## src/rtl/core/pfe_pkg.sv

```systemverilog
// Shared types, codes and sizing constants of the postfix fraction evaluator.
package pfe_pkg;

    localparam int STACK_DEPTH = 16;
    localparam int DEPTH_W     = 5;
    localparam int FRAC_W      = 32;
    localparam int RAM_DEPTH   = STACK_DEPTH - 2;
    localparam int RAM_AW      = $clog2(RAM_DEPTH);
    localparam int RAM_W       = 2 * FRAC_W;

    typedef enum logic [2:0] {
        KIND_PUSH = 3'd0,
        KIND_ADD  = 3'd1,
        KIND_SUB  = 3'd2,
        KIND_MUL  = 3'd3,
        KIND_DIV  = 3'd4
    } kind_e;

    typedef enum logic [1:0] {
        ST_OK        = 2'd0,
        ST_UNDERFLOW = 2'd1,
        ST_OVERFLOW  = 2'd2
    } status_e;

    typedef enum logic [1:0] {
        MUL_LEFT  = 2'd0,
        MUL_BC    = 2'd1,
        MUL_BD    = 2'd2
    } mul_sel_e;

    typedef struct packed {
        logic [2:0]               kind;
        logic signed [FRAC_W-1:0] push_numerator;
        logic signed [FRAC_W-1:0] push_denominator;
    } in_req_t;

    typedef struct packed {
        logic signed [FRAC_W-1:0] top_numerator;
        logic signed [FRAC_W-1:0] top_denominator;
        logic [DEPTH_W-1:0]       stack_depth;
        logic [1:0]               status;
    } out_rsp_t;

    typedef struct packed {
        logic     load_token;
        logic     decode;
        logic     mul_en;
        mul_sel_e mul_sel;
        logic     combine;
        logic     fill;
        logic     load_out;
    } pfe_cmd_t;

    typedef struct packed {
        logic op_go;
    } pfe_stat_t;

endpackage

```

## src/rtl/core/pfe_ram.sv

```systemverilog
// Generic single-write, single-read RAM with registered read data.
module pfe_ram #(
    parameter int WIDTH = 8,
    parameter int DEPTH = 4
) (
    input  logic                     aclk,
    input  logic                     we,
    input  logic [$clog2(DEPTH)-1:0] waddr,
    input  logic [WIDTH-1:0]         wdata,
    input  logic [$clog2(DEPTH)-1:0] raddr,
    output logic [WIDTH-1:0]         rdata
);

    logic [WIDTH-1:0] mem [DEPTH];

    always_ff @(posedge aclk) begin
        if (we) begin
            mem[waddr] <= wdata;
        end
        rdata <= mem[raddr];
    end

endmodule

```

## src/rtl/core/pfe_datapath.sv

```systemverilog
// Datapath: cached top two stack entries, deeper entries in RAM, shared multiplier.
module pfe_datapath import pfe_pkg::*; (
    input  logic      aclk,
    input  logic      aresetn,
    input  in_req_t   s_payload,
    input  pfe_cmd_t  cmd,
    output pfe_stat_t stat,
    output out_rsp_t  m_payload
);

    localparam logic [DEPTH_W-1:0] DEPTH_FULL = DEPTH_W'(STACK_DEPTH);
    localparam logic [DEPTH_W-1:0] DEPTH_TWO  = DEPTH_W'(2);
    localparam logic [DEPTH_W-1:0] DEPTH_THREE = DEPTH_W'(3);

    in_req_t            tok_reg, tok_next;
    logic [FRAC_W-1:0]  top_n_reg, top_n_next, top_d_reg, top_d_next;
    logic [FRAC_W-1:0]  nxt_n_reg, nxt_n_next, nxt_d_reg, nxt_d_next;
    logic [FRAC_W-1:0]  p0_reg, p0_next, p1_reg, p1_next, p2_reg, p2_next;
    logic [DEPTH_W-1:0] depth_reg, depth_next;
    logic [1:0]         status_reg, status_next;
    out_rsp_t           out_reg, out_next;

    logic [FRAC_W-1:0]  mul_a, mul_b, prod;
    logic [FRAC_W-1:0]  res_n, res_d;
    logic [DEPTH_W-1:0] push_slot, refill_slot;
    logic               ram_we;
    logic [RAM_W-1:0]   ram_rdata;
    logic               is_op, ge2, full;

    assign push_slot   = depth_reg - DEPTH_TWO;
    assign refill_slot = depth_reg - DEPTH_THREE;
    assign ge2         = depth_reg >= DEPTH_TWO;
    assign full        = depth_reg >= DEPTH_FULL;
    assign is_op       = (tok_reg.kind != KIND_PUSH) && (tok_reg.kind <= KIND_DIV);
    assign stat.op_go  = is_op && ge2;

    pfe_ram #(
        .WIDTH (RAM_W),
        .DEPTH (RAM_DEPTH)
    ) u_stack_ram (
        .aclk  (aclk),
        .we    (ram_we),
        .waddr (push_slot[RAM_AW-1:0]),
        .wdata ({nxt_n_reg, nxt_d_reg}),
        .raddr (refill_slot[RAM_AW-1:0]),
        .rdata (ram_rdata)
    );

    // Left operand is a/b (second entry), right operand is c/d (top entry).
    always_comb begin
        unique case (cmd.mul_sel)
            MUL_LEFT: begin
                mul_a = nxt_n_reg;
                mul_b = (tok_reg.kind == KIND_MUL) ? top_n_reg : top_d_reg;
            end
            MUL_BC: begin
                mul_a = nxt_d_reg;
                mul_b = top_n_reg;
            end
            MUL_BD: begin
                mul_a = nxt_d_reg;
                mul_b = top_d_reg;
            end
            default: begin
                mul_a = nxt_d_reg;
                mul_b = top_d_reg;
            end
        endcase
    end

    assign prod = mul_a * mul_b;

    always_comb begin
        unique case (tok_reg.kind)
            KIND_ADD: begin
                if (nxt_d_reg == top_d_reg) begin
                    res_n = nxt_n_reg + top_n_reg;
                    res_d = nxt_d_reg;
                end else begin
                    res_n = p0_reg + p1_reg;
                    res_d = p2_reg;
                end
            end
            KIND_SUB: begin
                if (nxt_d_reg == top_d_reg) begin
                    res_n = nxt_n_reg - top_n_reg;
                    res_d = nxt_d_reg;
                end else begin
                    res_n = p0_reg - p1_reg;
                    res_d = p2_reg;
                end
            end
            KIND_MUL: begin
                res_n = p0_reg;
                res_d = p2_reg;
            end
            default: begin
                res_n = p0_reg;
                res_d = p1_reg;
            end
        endcase
    end

    always_comb begin
        tok_next    = tok_reg;
        top_n_next  = top_n_reg;
        top_d_next  = top_d_reg;
        nxt_n_next  = nxt_n_reg;
        nxt_d_next  = nxt_d_reg;
        p0_next     = p0_reg;
        p1_next     = p1_reg;
        p2_next     = p2_reg;
        depth_next  = depth_reg;
        status_next = status_reg;
        out_next    = out_reg;
        ram_we      = 1'b0;

        if (cmd.load_token) begin
            tok_next = s_payload;
        end

        if (cmd.decode) begin
            status_next = ST_OK;
            if (tok_reg.kind == KIND_PUSH) begin
                if (full) begin
                    status_next = ST_OVERFLOW;
                end else begin
                    ram_we     = ge2;
                    nxt_n_next = top_n_reg;
                    nxt_d_next = top_d_reg;
                    top_n_next = tok_reg.push_numerator;
                    top_d_next = tok_reg.push_denominator;
                    depth_next = depth_reg + DEPTH_W'(1);
                end
            end else if (is_op && !ge2) begin
                status_next = ST_UNDERFLOW;
            end
        end

        if (cmd.mul_en) begin
            unique case (cmd.mul_sel)
                MUL_LEFT: p0_next = prod;
                MUL_BC:   p1_next = prod;
                MUL_BD:   p2_next = prod;
                default:  p2_next = prod;
            endcase
        end

        if (cmd.combine) begin
            top_n_next = res_n;
            top_d_next = res_d;
            depth_next = depth_reg - DEPTH_W'(1);
        end

        if (cmd.fill && ge2) begin
            nxt_n_next = ram_rdata[RAM_W-1:FRAC_W];
            nxt_d_next = ram_rdata[FRAC_W-1:0];
        end

        if (cmd.load_out) begin
            if (depth_reg == '0) begin
                out_next.top_numerator   = '0;
                out_next.top_denominator = '0;
            end else begin
                out_next.top_numerator   = top_n_reg;
                out_next.top_denominator = top_d_reg;
            end
            out_next.stack_depth = depth_reg;
            out_next.status      = status_reg;
        end
    end

    always_ff @(posedge aclk) begin
        if (!aresetn) begin
            depth_reg <= '0;
        end else begin
            depth_reg <= depth_next;
        end
        tok_reg    <= tok_next;
        top_n_reg  <= top_n_next;
        top_d_reg  <= top_d_next;
        nxt_n_reg  <= nxt_n_next;
        nxt_d_reg  <= nxt_d_next;
        p0_reg     <= p0_next;
        p1_reg     <= p1_next;
        p2_reg     <= p2_next;
        status_reg <= status_next;
        out_reg    <= out_next;
    end

    assign m_payload = out_reg;

endmodule

```

## src/rtl/core/pfe_controller.sv

```systemverilog
// Controller: one-hot state machine sequencing each request through the datapath.
module pfe_controller import pfe_pkg::*; (
    input  logic      aclk,
    input  logic      aresetn,
    input  logic      s_valid,
    output logic      s_ready,
    output logic      m_valid,
    input  logic      m_ready,
    input  pfe_stat_t stat,
    output pfe_cmd_t  cmd
);

    typedef enum logic [7:0] {
        S_IDLE    = 8'b0000_0001,
        S_DECODE  = 8'b0000_0010,
        S_MUL0    = 8'b0000_0100,
        S_MUL1    = 8'b0000_1000,
        S_MUL2    = 8'b0001_0000,
        S_COMBINE = 8'b0010_0000,
        S_FILL    = 8'b0100_0000,
        S_DONE    = 8'b1000_0000
    } state_t;

    state_t state_reg, state_next;
    logic   valid_reg, valid_next;
    logic   out_free;

    assign out_free = !valid_reg || m_ready;

    always_comb begin
        state_next     = state_reg;
        cmd            = '0;
        cmd.mul_sel    = MUL_LEFT;
        s_ready        = 1'b0;
        valid_next     = valid_reg && !m_ready;

        unique case (state_reg)
            S_IDLE: begin
                s_ready = 1'b1;
                if (s_valid) begin
                    cmd.load_token = 1'b1;
                    state_next     = S_DECODE;
                end
            end
            S_DECODE: begin
                cmd.decode = 1'b1;
                state_next = stat.op_go ? S_MUL0 : S_DONE;
            end
            S_MUL0: begin
                cmd.mul_en  = 1'b1;
                cmd.mul_sel = MUL_LEFT;
                state_next  = S_MUL1;
            end
            S_MUL1: begin
                cmd.mul_en  = 1'b1;
                cmd.mul_sel = MUL_BC;
                state_next  = S_MUL2;
            end
            S_MUL2: begin
                cmd.mul_en  = 1'b1;
                cmd.mul_sel = MUL_BD;
                state_next  = S_COMBINE;
            end
            S_COMBINE: begin
                cmd.combine = 1'b1;
                state_next  = S_FILL;
            end
            S_FILL: begin
                cmd.fill   = 1'b1;
                state_next = S_DONE;
            end
            S_DONE: begin
                if (out_free) begin
                    cmd.load_out = 1'b1;
                    valid_next   = 1'b1;
                    state_next   = S_IDLE;
                end
            end
            default: begin
                state_next = S_IDLE;
            end
        endcase
    end

    always_ff @(posedge aclk) begin
        if (!aresetn) begin
            state_reg <= S_IDLE;
            valid_reg <= 1'b0;
        end else begin
            state_reg <= state_next;
            valid_reg <= valid_next;
        end
    end

    assign m_valid = valid_reg;

endmodule

```

## src/rtl/core/postfix_fraction_evaluator_unit.sv

```systemverilog
// Top level of the postfix fraction evaluator: controller, datapath and checks.
//
// This block evaluates postfix expressions over fractions. Each request either
// pushes a fraction (numerator, denominator) or applies add, subtract, multiply
// or divide to the two top stack entries, the second-from-top entry being the
// left operand; all arithmetic wraps at 32 bits. Every request produces exactly
// one response carrying the top entry (zero when the stack is empty), the depth
// and a status: ok, underflow (operator with fewer than two entries, ignored) or
// overflow (push onto a full stack of sixteen, ignored). Requests are handled
// one at a time. A push, an ignored request or an unused kind code goes from
// decode straight to the done state; an operator first passes through the
// multiply steps, the combine step and the refill step. In the done state the
// response is loaded once the output register is free. The operator time is set
// by the single shared 32 by 32 multiplier that forms three partial products in
// turn and by the registered read of the stack memory that refills the second
// entry after a pop. The response sits in an output register, so the next
// request is taken while the previous response still waits on m_ready. The
// stack memory needs no clearing after reset.
module postfix_fraction_evaluator_unit import pfe_pkg::*; (
    input  logic     aclk,
    input  logic     aresetn,
    input  logic     s_valid,
    output logic     s_ready,
    input  in_req_t  s_payload,
    output logic     m_valid,
    input  logic     m_ready,
    output out_rsp_t m_payload
);

    pfe_cmd_t  cmd;
    pfe_stat_t stat;

    // The controller walks each request through decode and, for an operator, the
    // multiply steps, the combine step and the refill of the second entry.
    pfe_controller u_controller (
        .aclk    (aclk),
        .aresetn (aresetn),
        .s_valid (s_valid),
        .s_ready (s_ready),
        .m_valid (m_valid),
        .m_ready (m_ready),
        .stat    (stat),
        .cmd     (cmd)
    );

    // The datapath keeps the two top entries in registers and spills deeper
    // entries to a small RAM, so an operator only ever needs one RAM read.
    pfe_datapath u_datapath (
        .aclk      (aclk),
        .aresetn   (aresetn),
        .s_payload (s_payload),
        .cmd       (cmd),
        .stat      (stat),
        .m_payload (m_payload)
    );

`ifndef SYNTHESIS
    // A new request is never taken in the cycle right after one was accepted.
    assert property (@(posedge aclk) disable iff (!aresetn)
        s_valid && s_ready |=> !s_ready)
        else $error("request accepted while previous one still in progress");

    // An empty stack reports a zero fraction.
    assert property (@(posedge aclk) disable iff (!aresetn)
        m_valid && (m_payload.stack_depth == '0) |->
            (m_payload.top_numerator == '0) && (m_payload.top_denominator == '0))
        else $error("empty stack reported a nonzero top entry");

    // Underflow can only be reported with fewer than two entries.
    assert property (@(posedge aclk) disable iff (!aresetn)
        m_valid && (m_payload.status == ST_UNDERFLOW) |->
            (m_payload.stack_depth < DEPTH_W'(2)))
        else $error("underflow reported with two or more entries");

    // Overflow can only be reported on a full stack, and depth never exceeds it.
    assert property (@(posedge aclk) disable iff (!aresetn)
        m_valid |-> (m_payload.stack_depth <= DEPTH_W'(STACK_DEPTH)) &&
            ((m_payload.status != ST_OVERFLOW) ||
             (m_payload.stack_depth == DEPTH_W'(STACK_DEPTH))))
        else $error("stack depth or overflow status inconsistent");
`endif

endmodule
```

## config.mk

```make
export PLATFORM = sky130hd
export DESIGN_NAME = postfix_fraction_evaluator_unit
export DESIGN_NICKNAME = d
export VERILOG_FILES = /design/src/rtl/core/pfe_pkg.sv /design/src/rtl/core/pfe_ram.sv /design/src/rtl/core/pfe_datapath.sv /design/src/rtl/core/pfe_controller.sv /design/src/rtl/core/postfix_fraction_evaluator_unit.sv
export SDC_FILE = /design/constraint.sdc
export NUM_CORES = 2
export LEC_CHECK = 0
export BUFFER_PORTS_ARGS = -buffer_cell sky130_fd_sc_hd__buf_2
export CAP_MARGIN = 20
export CELL_PAD_IN_SITES_DETAIL_PLACEMENT = 1
export CELL_PAD_IN_SITES_GLOBAL_PLACEMENT = 1
export CORE_MARGIN = 8
export CORE_UTILIZATION = 40
export CTS_CLUSTER_SIZE = 10
export DETAILED_ROUTE_END_ITERATION = 16
export GPL_ROUTABILITY_DRIVEN = 0
export PLACE_DENSITY_LB_ADDON = 0.1
export SLEW_MARGIN = 10
export SYNTH_ARGS = -nofsm -noshare
export SYNTH_HDL_FRONTEND = slang
export SYNTH_HIERARCHICAL = 1
export SYNTH_SLANG_ARGS = --single-unit
```

## constraint.sdc

```tcl
create_clock -name aclk -period 10.95 [get_ports aclk]
set_input_delay 2.19 -clock aclk [delete_from_list [all_inputs] [get_ports aclk]]
set_output_delay 2.19 -clock aclk [all_outputs]
set_load 0.02 [all_outputs]
```

* Yosys cells after proc, flatten, opt, wreduce, memory -nomap -nowiden
Memories as Yosys holds them, arrays and structs flattened. A register that Yosys moved wholly into a read port is not among the register bits. Cells that the tools add are included.
Word-level totals: memory bits (read-only) 0, latch bits 0, memories kept 1, output and inout bits 73, bits in writable memories 896, bits of input ports 71, register bits 378
Operators by class: bitwise operators 1, multiplexer cells 51, eq/ne operators 17, div/mod/pow operators 0, add/subtract/negate cells 8, order comparisons 3, shift-type cells 0, reduce and logical (&&, ||, !) cells 25, $mul 1
Memory list:
- u_datapath.u_stack_ram.mem | depth 14, width 64, rd ports 1, clocked after memory_dff 1, wr ports 1, line pfe_ram.sv:14 | logic [WIDTH-1:0] mem [DEPTH];
Operators with widths (number):
- 32-bit 2-to-1 mux | 21
- 32-bit case mux with 2 select lines | 3
- 32-bit adder | 2
- 8-bit case mux with 8 select lines | 1
- 32-bit subtractor | 2
- 32-bit equality test | 1
- 32-bit by 32-bit multiplier with 32-bit output | 1
- 8-bit 2-to-1 mux | 3
- 5-bit 2-to-1 mux | 4
- 1-bit 2-to-1 mux | 16
- 3-bit case mux with 3 select lines | 1
- 8-bit by 1-bit equality test with 1-bit output, second input constant | 1
- 8-bit by 2-bit equality test with 1-bit output, second input constant | 1
- 8-bit by 3-bit equality test with 1-bit output, second input constant | 1
- 8-bit by 4-bit equality test with 1-bit output, second input constant | 1
- 8-bit by 5-bit equality test with 1-bit output, second input constant | 1
- 8-bit by 6-bit equality test with 1-bit output, second input constant | 1
- 8-bit by 7-bit equality test with 1-bit output, second input constant | 1
- 8-bit equality test, second input constant | 1
- 2-bit AND reduction | 4
- 2-bit nonzero test | 4
- 4-bit by 2-bit subtractor with 4-bit output, second input constant | 2
- 3-bit by 2-bit equality test with 1-bit output, second input constant | 2
- 2-bit != test, second input constant | 3
- other kinds (19) | 28

* Logic depth before layout (Yosys ltp)
word-level depth 6, gate-level depth with buffers 35, mapped depth without buffers 32

* Modules after synthesis
Netlist, hierarchy kept.
By module, submodules not included:
- pfe_datapath | area each 37454.7 um^2, cells an instance 3817, seq. area each 11030.6 um^2, instances 1
- pfe_ram | area each 35153.7 um^2, cells an instance 1509, seq. area each 28187.0 um^2, instances 1
- pfe_controller | area each 469.2 um^2, cells an instance 50, seq. area each 180.2 um^2, instances 1

* Least setup slack after synthesis
No wires, ideal clock.
kind register to register, from reg u_controller.state_reg[3], to reg u_datapath.p0_reg[30], data pin, required time 10681 ps, library setup time 269 ps, arrival 9112 ps, path slack 1569 ps, period minus slack after synthesis 9381 ps, stages on the path, launching flop included 31, path buffers 4, cell sequence dfxtp_1 or4_4 nor4_2 nor2b_1 a31oi_1 buf_2 buf_2 clkbuf_1 clkbuf_1 nand2_1 o21ai_0 nand2_1 fa_1 fa_1 fa_1 fa_1 inv_1 fa_1 inv_1 fa_1 fa_1 fa_1 inv_1 ha_1 and3_1 and3_1 a221oi_1 nor3_1 a2111oi_0 a21oi_1 xor2_1
RTL lines:
- start: declaration | line pfe_controller.sv:24 | state_t state_reg, state_next;
- start signal: assignment | line pfe_controller.sv:90 | state_reg <= state_next;
- end signal: assignment | line pfe_datapath.sv:184 | p0_reg <= p0_next;
- end: declaration | line pfe_datapath.sv:18 | logic [FRAC_W-1:0] p0_reg, p0_next, p1_reg, p1_next, p2_reg, p2_next;

==> results_dict.tcl <==
set metrics [dict create \
    synthTopCellsByArea "edfxtp_1 (52%), fa_1 (11%), mux4_2 (5.9%), ha_1 (4.4%), nor2_1 (2.9%)" \
    synth_top_area_cell "edfxtp_1" \
    finalHoldViolCount 0 \
    netlist-cell-type-count 96 \
    post_drt_wl_per_cell_um 32.7 \
    grt_use_met2_pct 41.9 \
    num_vias 46900 \
    cts_resized 0 \
    dr.pass1.iters 9 \
    grt_pass1_vias 49100 \
    io_pins 144 \
    report.final.slew_viol_count 0 \
    grt_antenna_before_repair 18 \
    antenna_left 0 \
    power.leakage_nw 31.1 \
    start_util_pct 40.1 \
    grt_usage_pct 26.6 \
    drcViolationCount 0 \
    ir_drop_mv 0.642 \
    syn_inst 5376 \
    yosys-top-cells-count "edfxtp_1 (1260), nor2_1 (563), inv_1 (546)" \
    critPathRequiredTime_ns 11.49 \
    avgSynthCellArea_um2 13.6 \
    placed_cell_area_um2 77200 \
    maxCapViolations 0 \
    die_area_um2 197000 \
    totalWireLength_um 265000 \
    gr-max-usage-layer "met2" \
    core_area_um2 182000 \
    die_y_um 443 \
    fp-row-count 157 \
    synthesis.nets 6117 \
    finalSetupViolations 0 \
    cts_hold_buf 0 \
    root_buffer "clkbuf_16" \
    hold_ws_ns 0.438 \
    grt_max_degree 108 \
    htreeDepth 4 \
    final_area_um2 82100 \
    netlist_area_um2 73100 \
    postCtsSetupRepairBufs 0 \
    min_path_type "reg -> reg" \
    port_buffers 143 \
    synth_ff_type "edfxtp_1" \
    yosysTopAreaCellShare_pct 51.8 \
    place_ws_ns 1.01 \
    max-clock-path-buffers 3 \
    avgViaCountPerCell 5.78 \
    overflow 0 \
    slowest_delay_ns 0.85 \
    power_density_nw_per_um2 250 \
    layout.nets 6335 \
    ys_async_sr_fraction_pct 0 \
    ys_seq_area_share_pct 53.9 \
    setup_ws_ns 0.942 \
    critPathKind "reg -> reg" \
    tightestPinTransition_ns 1.13 \
    syn_to_final_growth_pct 12.3 \
    finalClockSkew_ns 0.0483 \
    grt_pass1_wl_um 375000 \
    cts.sinks 1338 \
    worst_ep_arrival_time_ns 10.55 \
    drtIter0Drc 4483 \
    final_layout_size_suffix_gt1_share_pct 16.3 \
    fmax_mhz 99.9 \
    path_clk_slew_ns 0.05 \
    place_inst 7818 \
    final.fill_count 18500 \
    cts_buffers 158 \
    crit_slowest_cell "a21oi_2" \
    ys_seq_elements 1338 \
    timing.critical_path.mode_cell "fa_1" \
    finalPower_mw 20.5 \
    synth_most_common_cell "edfxtp_1" \
    dp_hpwl_um 189000 \
    cp_max_fo 80 \
    rsz0062_at_grt "no" \
    grtUsageMet1_pct 36.2 \
    finalCriticalPeriod_ns 10.01 \
    period_share_pct 91.4 \
    fin_cells 8108 \
    setup_tns_ns 0 \
    cts_tree "yes" \
    synth_edf_count 1260 \
    critPathLaunchType "flip-flop" \
    status "finished clean" \
    dieWidth_um 443 \
    largest_reg_flops 896 \
    utilization_pct 45.0 \
    max_slew_margin_pct 22.6 \
    insertion_delay_ns 0.84 \
    met3_usage_pct 4.09 \
    end_kind "flip-flop" \
    ys_warn_count 6 \
]
cell type report:
type,count,area [um2],share of cell area [%]
timing repair buffer,304,1980,2.41
clock buffer,254,4350,5.29
tap,2385,2980,3.64
sequential,1338,39400,48.0
multi-input combinational,3246,30800,37.6
inverter,546,2060,2.51
clock inverter,26,442,0.538
antenna,9,22.5,0.0274
layout by cell type (no fill, tap or decap), types with 19 or more instances in the layout:
cell | netlist | final
edfxtp_1 | 1260 | 1260
nor2_1 | 563 | 549
inv_1 | 546 | 545
fa_1 | 413 | 413
nand2_1 | 326 | 325
a21oi_1 | 260 | 258
ha_1 | 257 | 256
mux4_2 | 192 | 192
mux2_2 | 163 | 163
clkbuf_16 | 0 | 159
buf_4 | 11 | 156
buf_2 | 43 | 143
xnor2_1 | 117 | 116
mux2i_1 | 121 | 110
clkbuf_1 | 161 | 94
o21ai_0 | 84 | 83
dfxtp_1 | 78 | 78
o22ai_1 | 77 | 77
nor2b_1 | 54 | 52
a21o_1 | 50 | 50
xor2_1 | 50 | 49
nor3_1 | 48 | 43
a221oi_1 | 41 | 41
o21bai_1 | 31 | 31
nand2b_1 | 28 | 27
a31oi_1 | 27 | 26
nand3_1 | 26 | 26
and2_1 | 20 | 19
a211oi_1 | 19 | 19
cell families (layout without fill, tap and decap cells):
kind of cell / count (synthesis) / after routing / share of synthesized area (%)
xor+xnor: 168 / 168 / 2.03
flops: 1338 / 1338 / 53.9
mux: 476 / 476 / 10.1
simple gates: 1158 / 1158 / 6.90
fa+ha+maj: 670 / 670 / 15.7
compound gates: 774 / 774 / 7.03
buf+inv: 792 / 1130 / 4.33
other cells: 0 / 9 / 0
layer usage:
metal	part of all wire [%]	vias up
met5	0	-
met4	5.9	0
met3	5.7	451
met2	46	1601
met1	43	25000
li1	-	19800
worst paths after layout:
path                                                start                       to  slack [ns]  cells past startpoint
worst max-delay path            u_controller/state_reg[4]    u_datapath/p1_reg[30]        0.94                     30
worst min-delay path             u_datapath/status_reg[0]  u_datapath/m_payload[0]        0.44                      0
worst max register to register  u_controller/state_reg[4]    u_datapath/p1_reg[30]        0.94                     30
worst min register to register   u_datapath/status_reg[0]  u_datapath/m_payload[0]        0.44                      0
critical path, delay by kind of cell (launching register included):
| kind | cells | cell delay (ns) |
|---|---|---|
| adders and majority gates | 9 | 4.18 |
| xor gates and xnor gates | 1 | 0.16 |
| DFF | 1 | 0.36 |
| and+or+nand+nor | 6 | 1.62 |
| buffers and inverters | 5 | 0.79 |
| AOI/OAI and AO/OA | 9 | 2.54 |
power breakdown:
part / switching [mW] / internal, mW / leakage (nW)
clock network: 2.12 / 2.82 / 2.27
logic: 5.94 / 3.00 / 16.9
registers: 0.0291 / 6.63 / 12.0
Power figures use the tool's default switching activity.
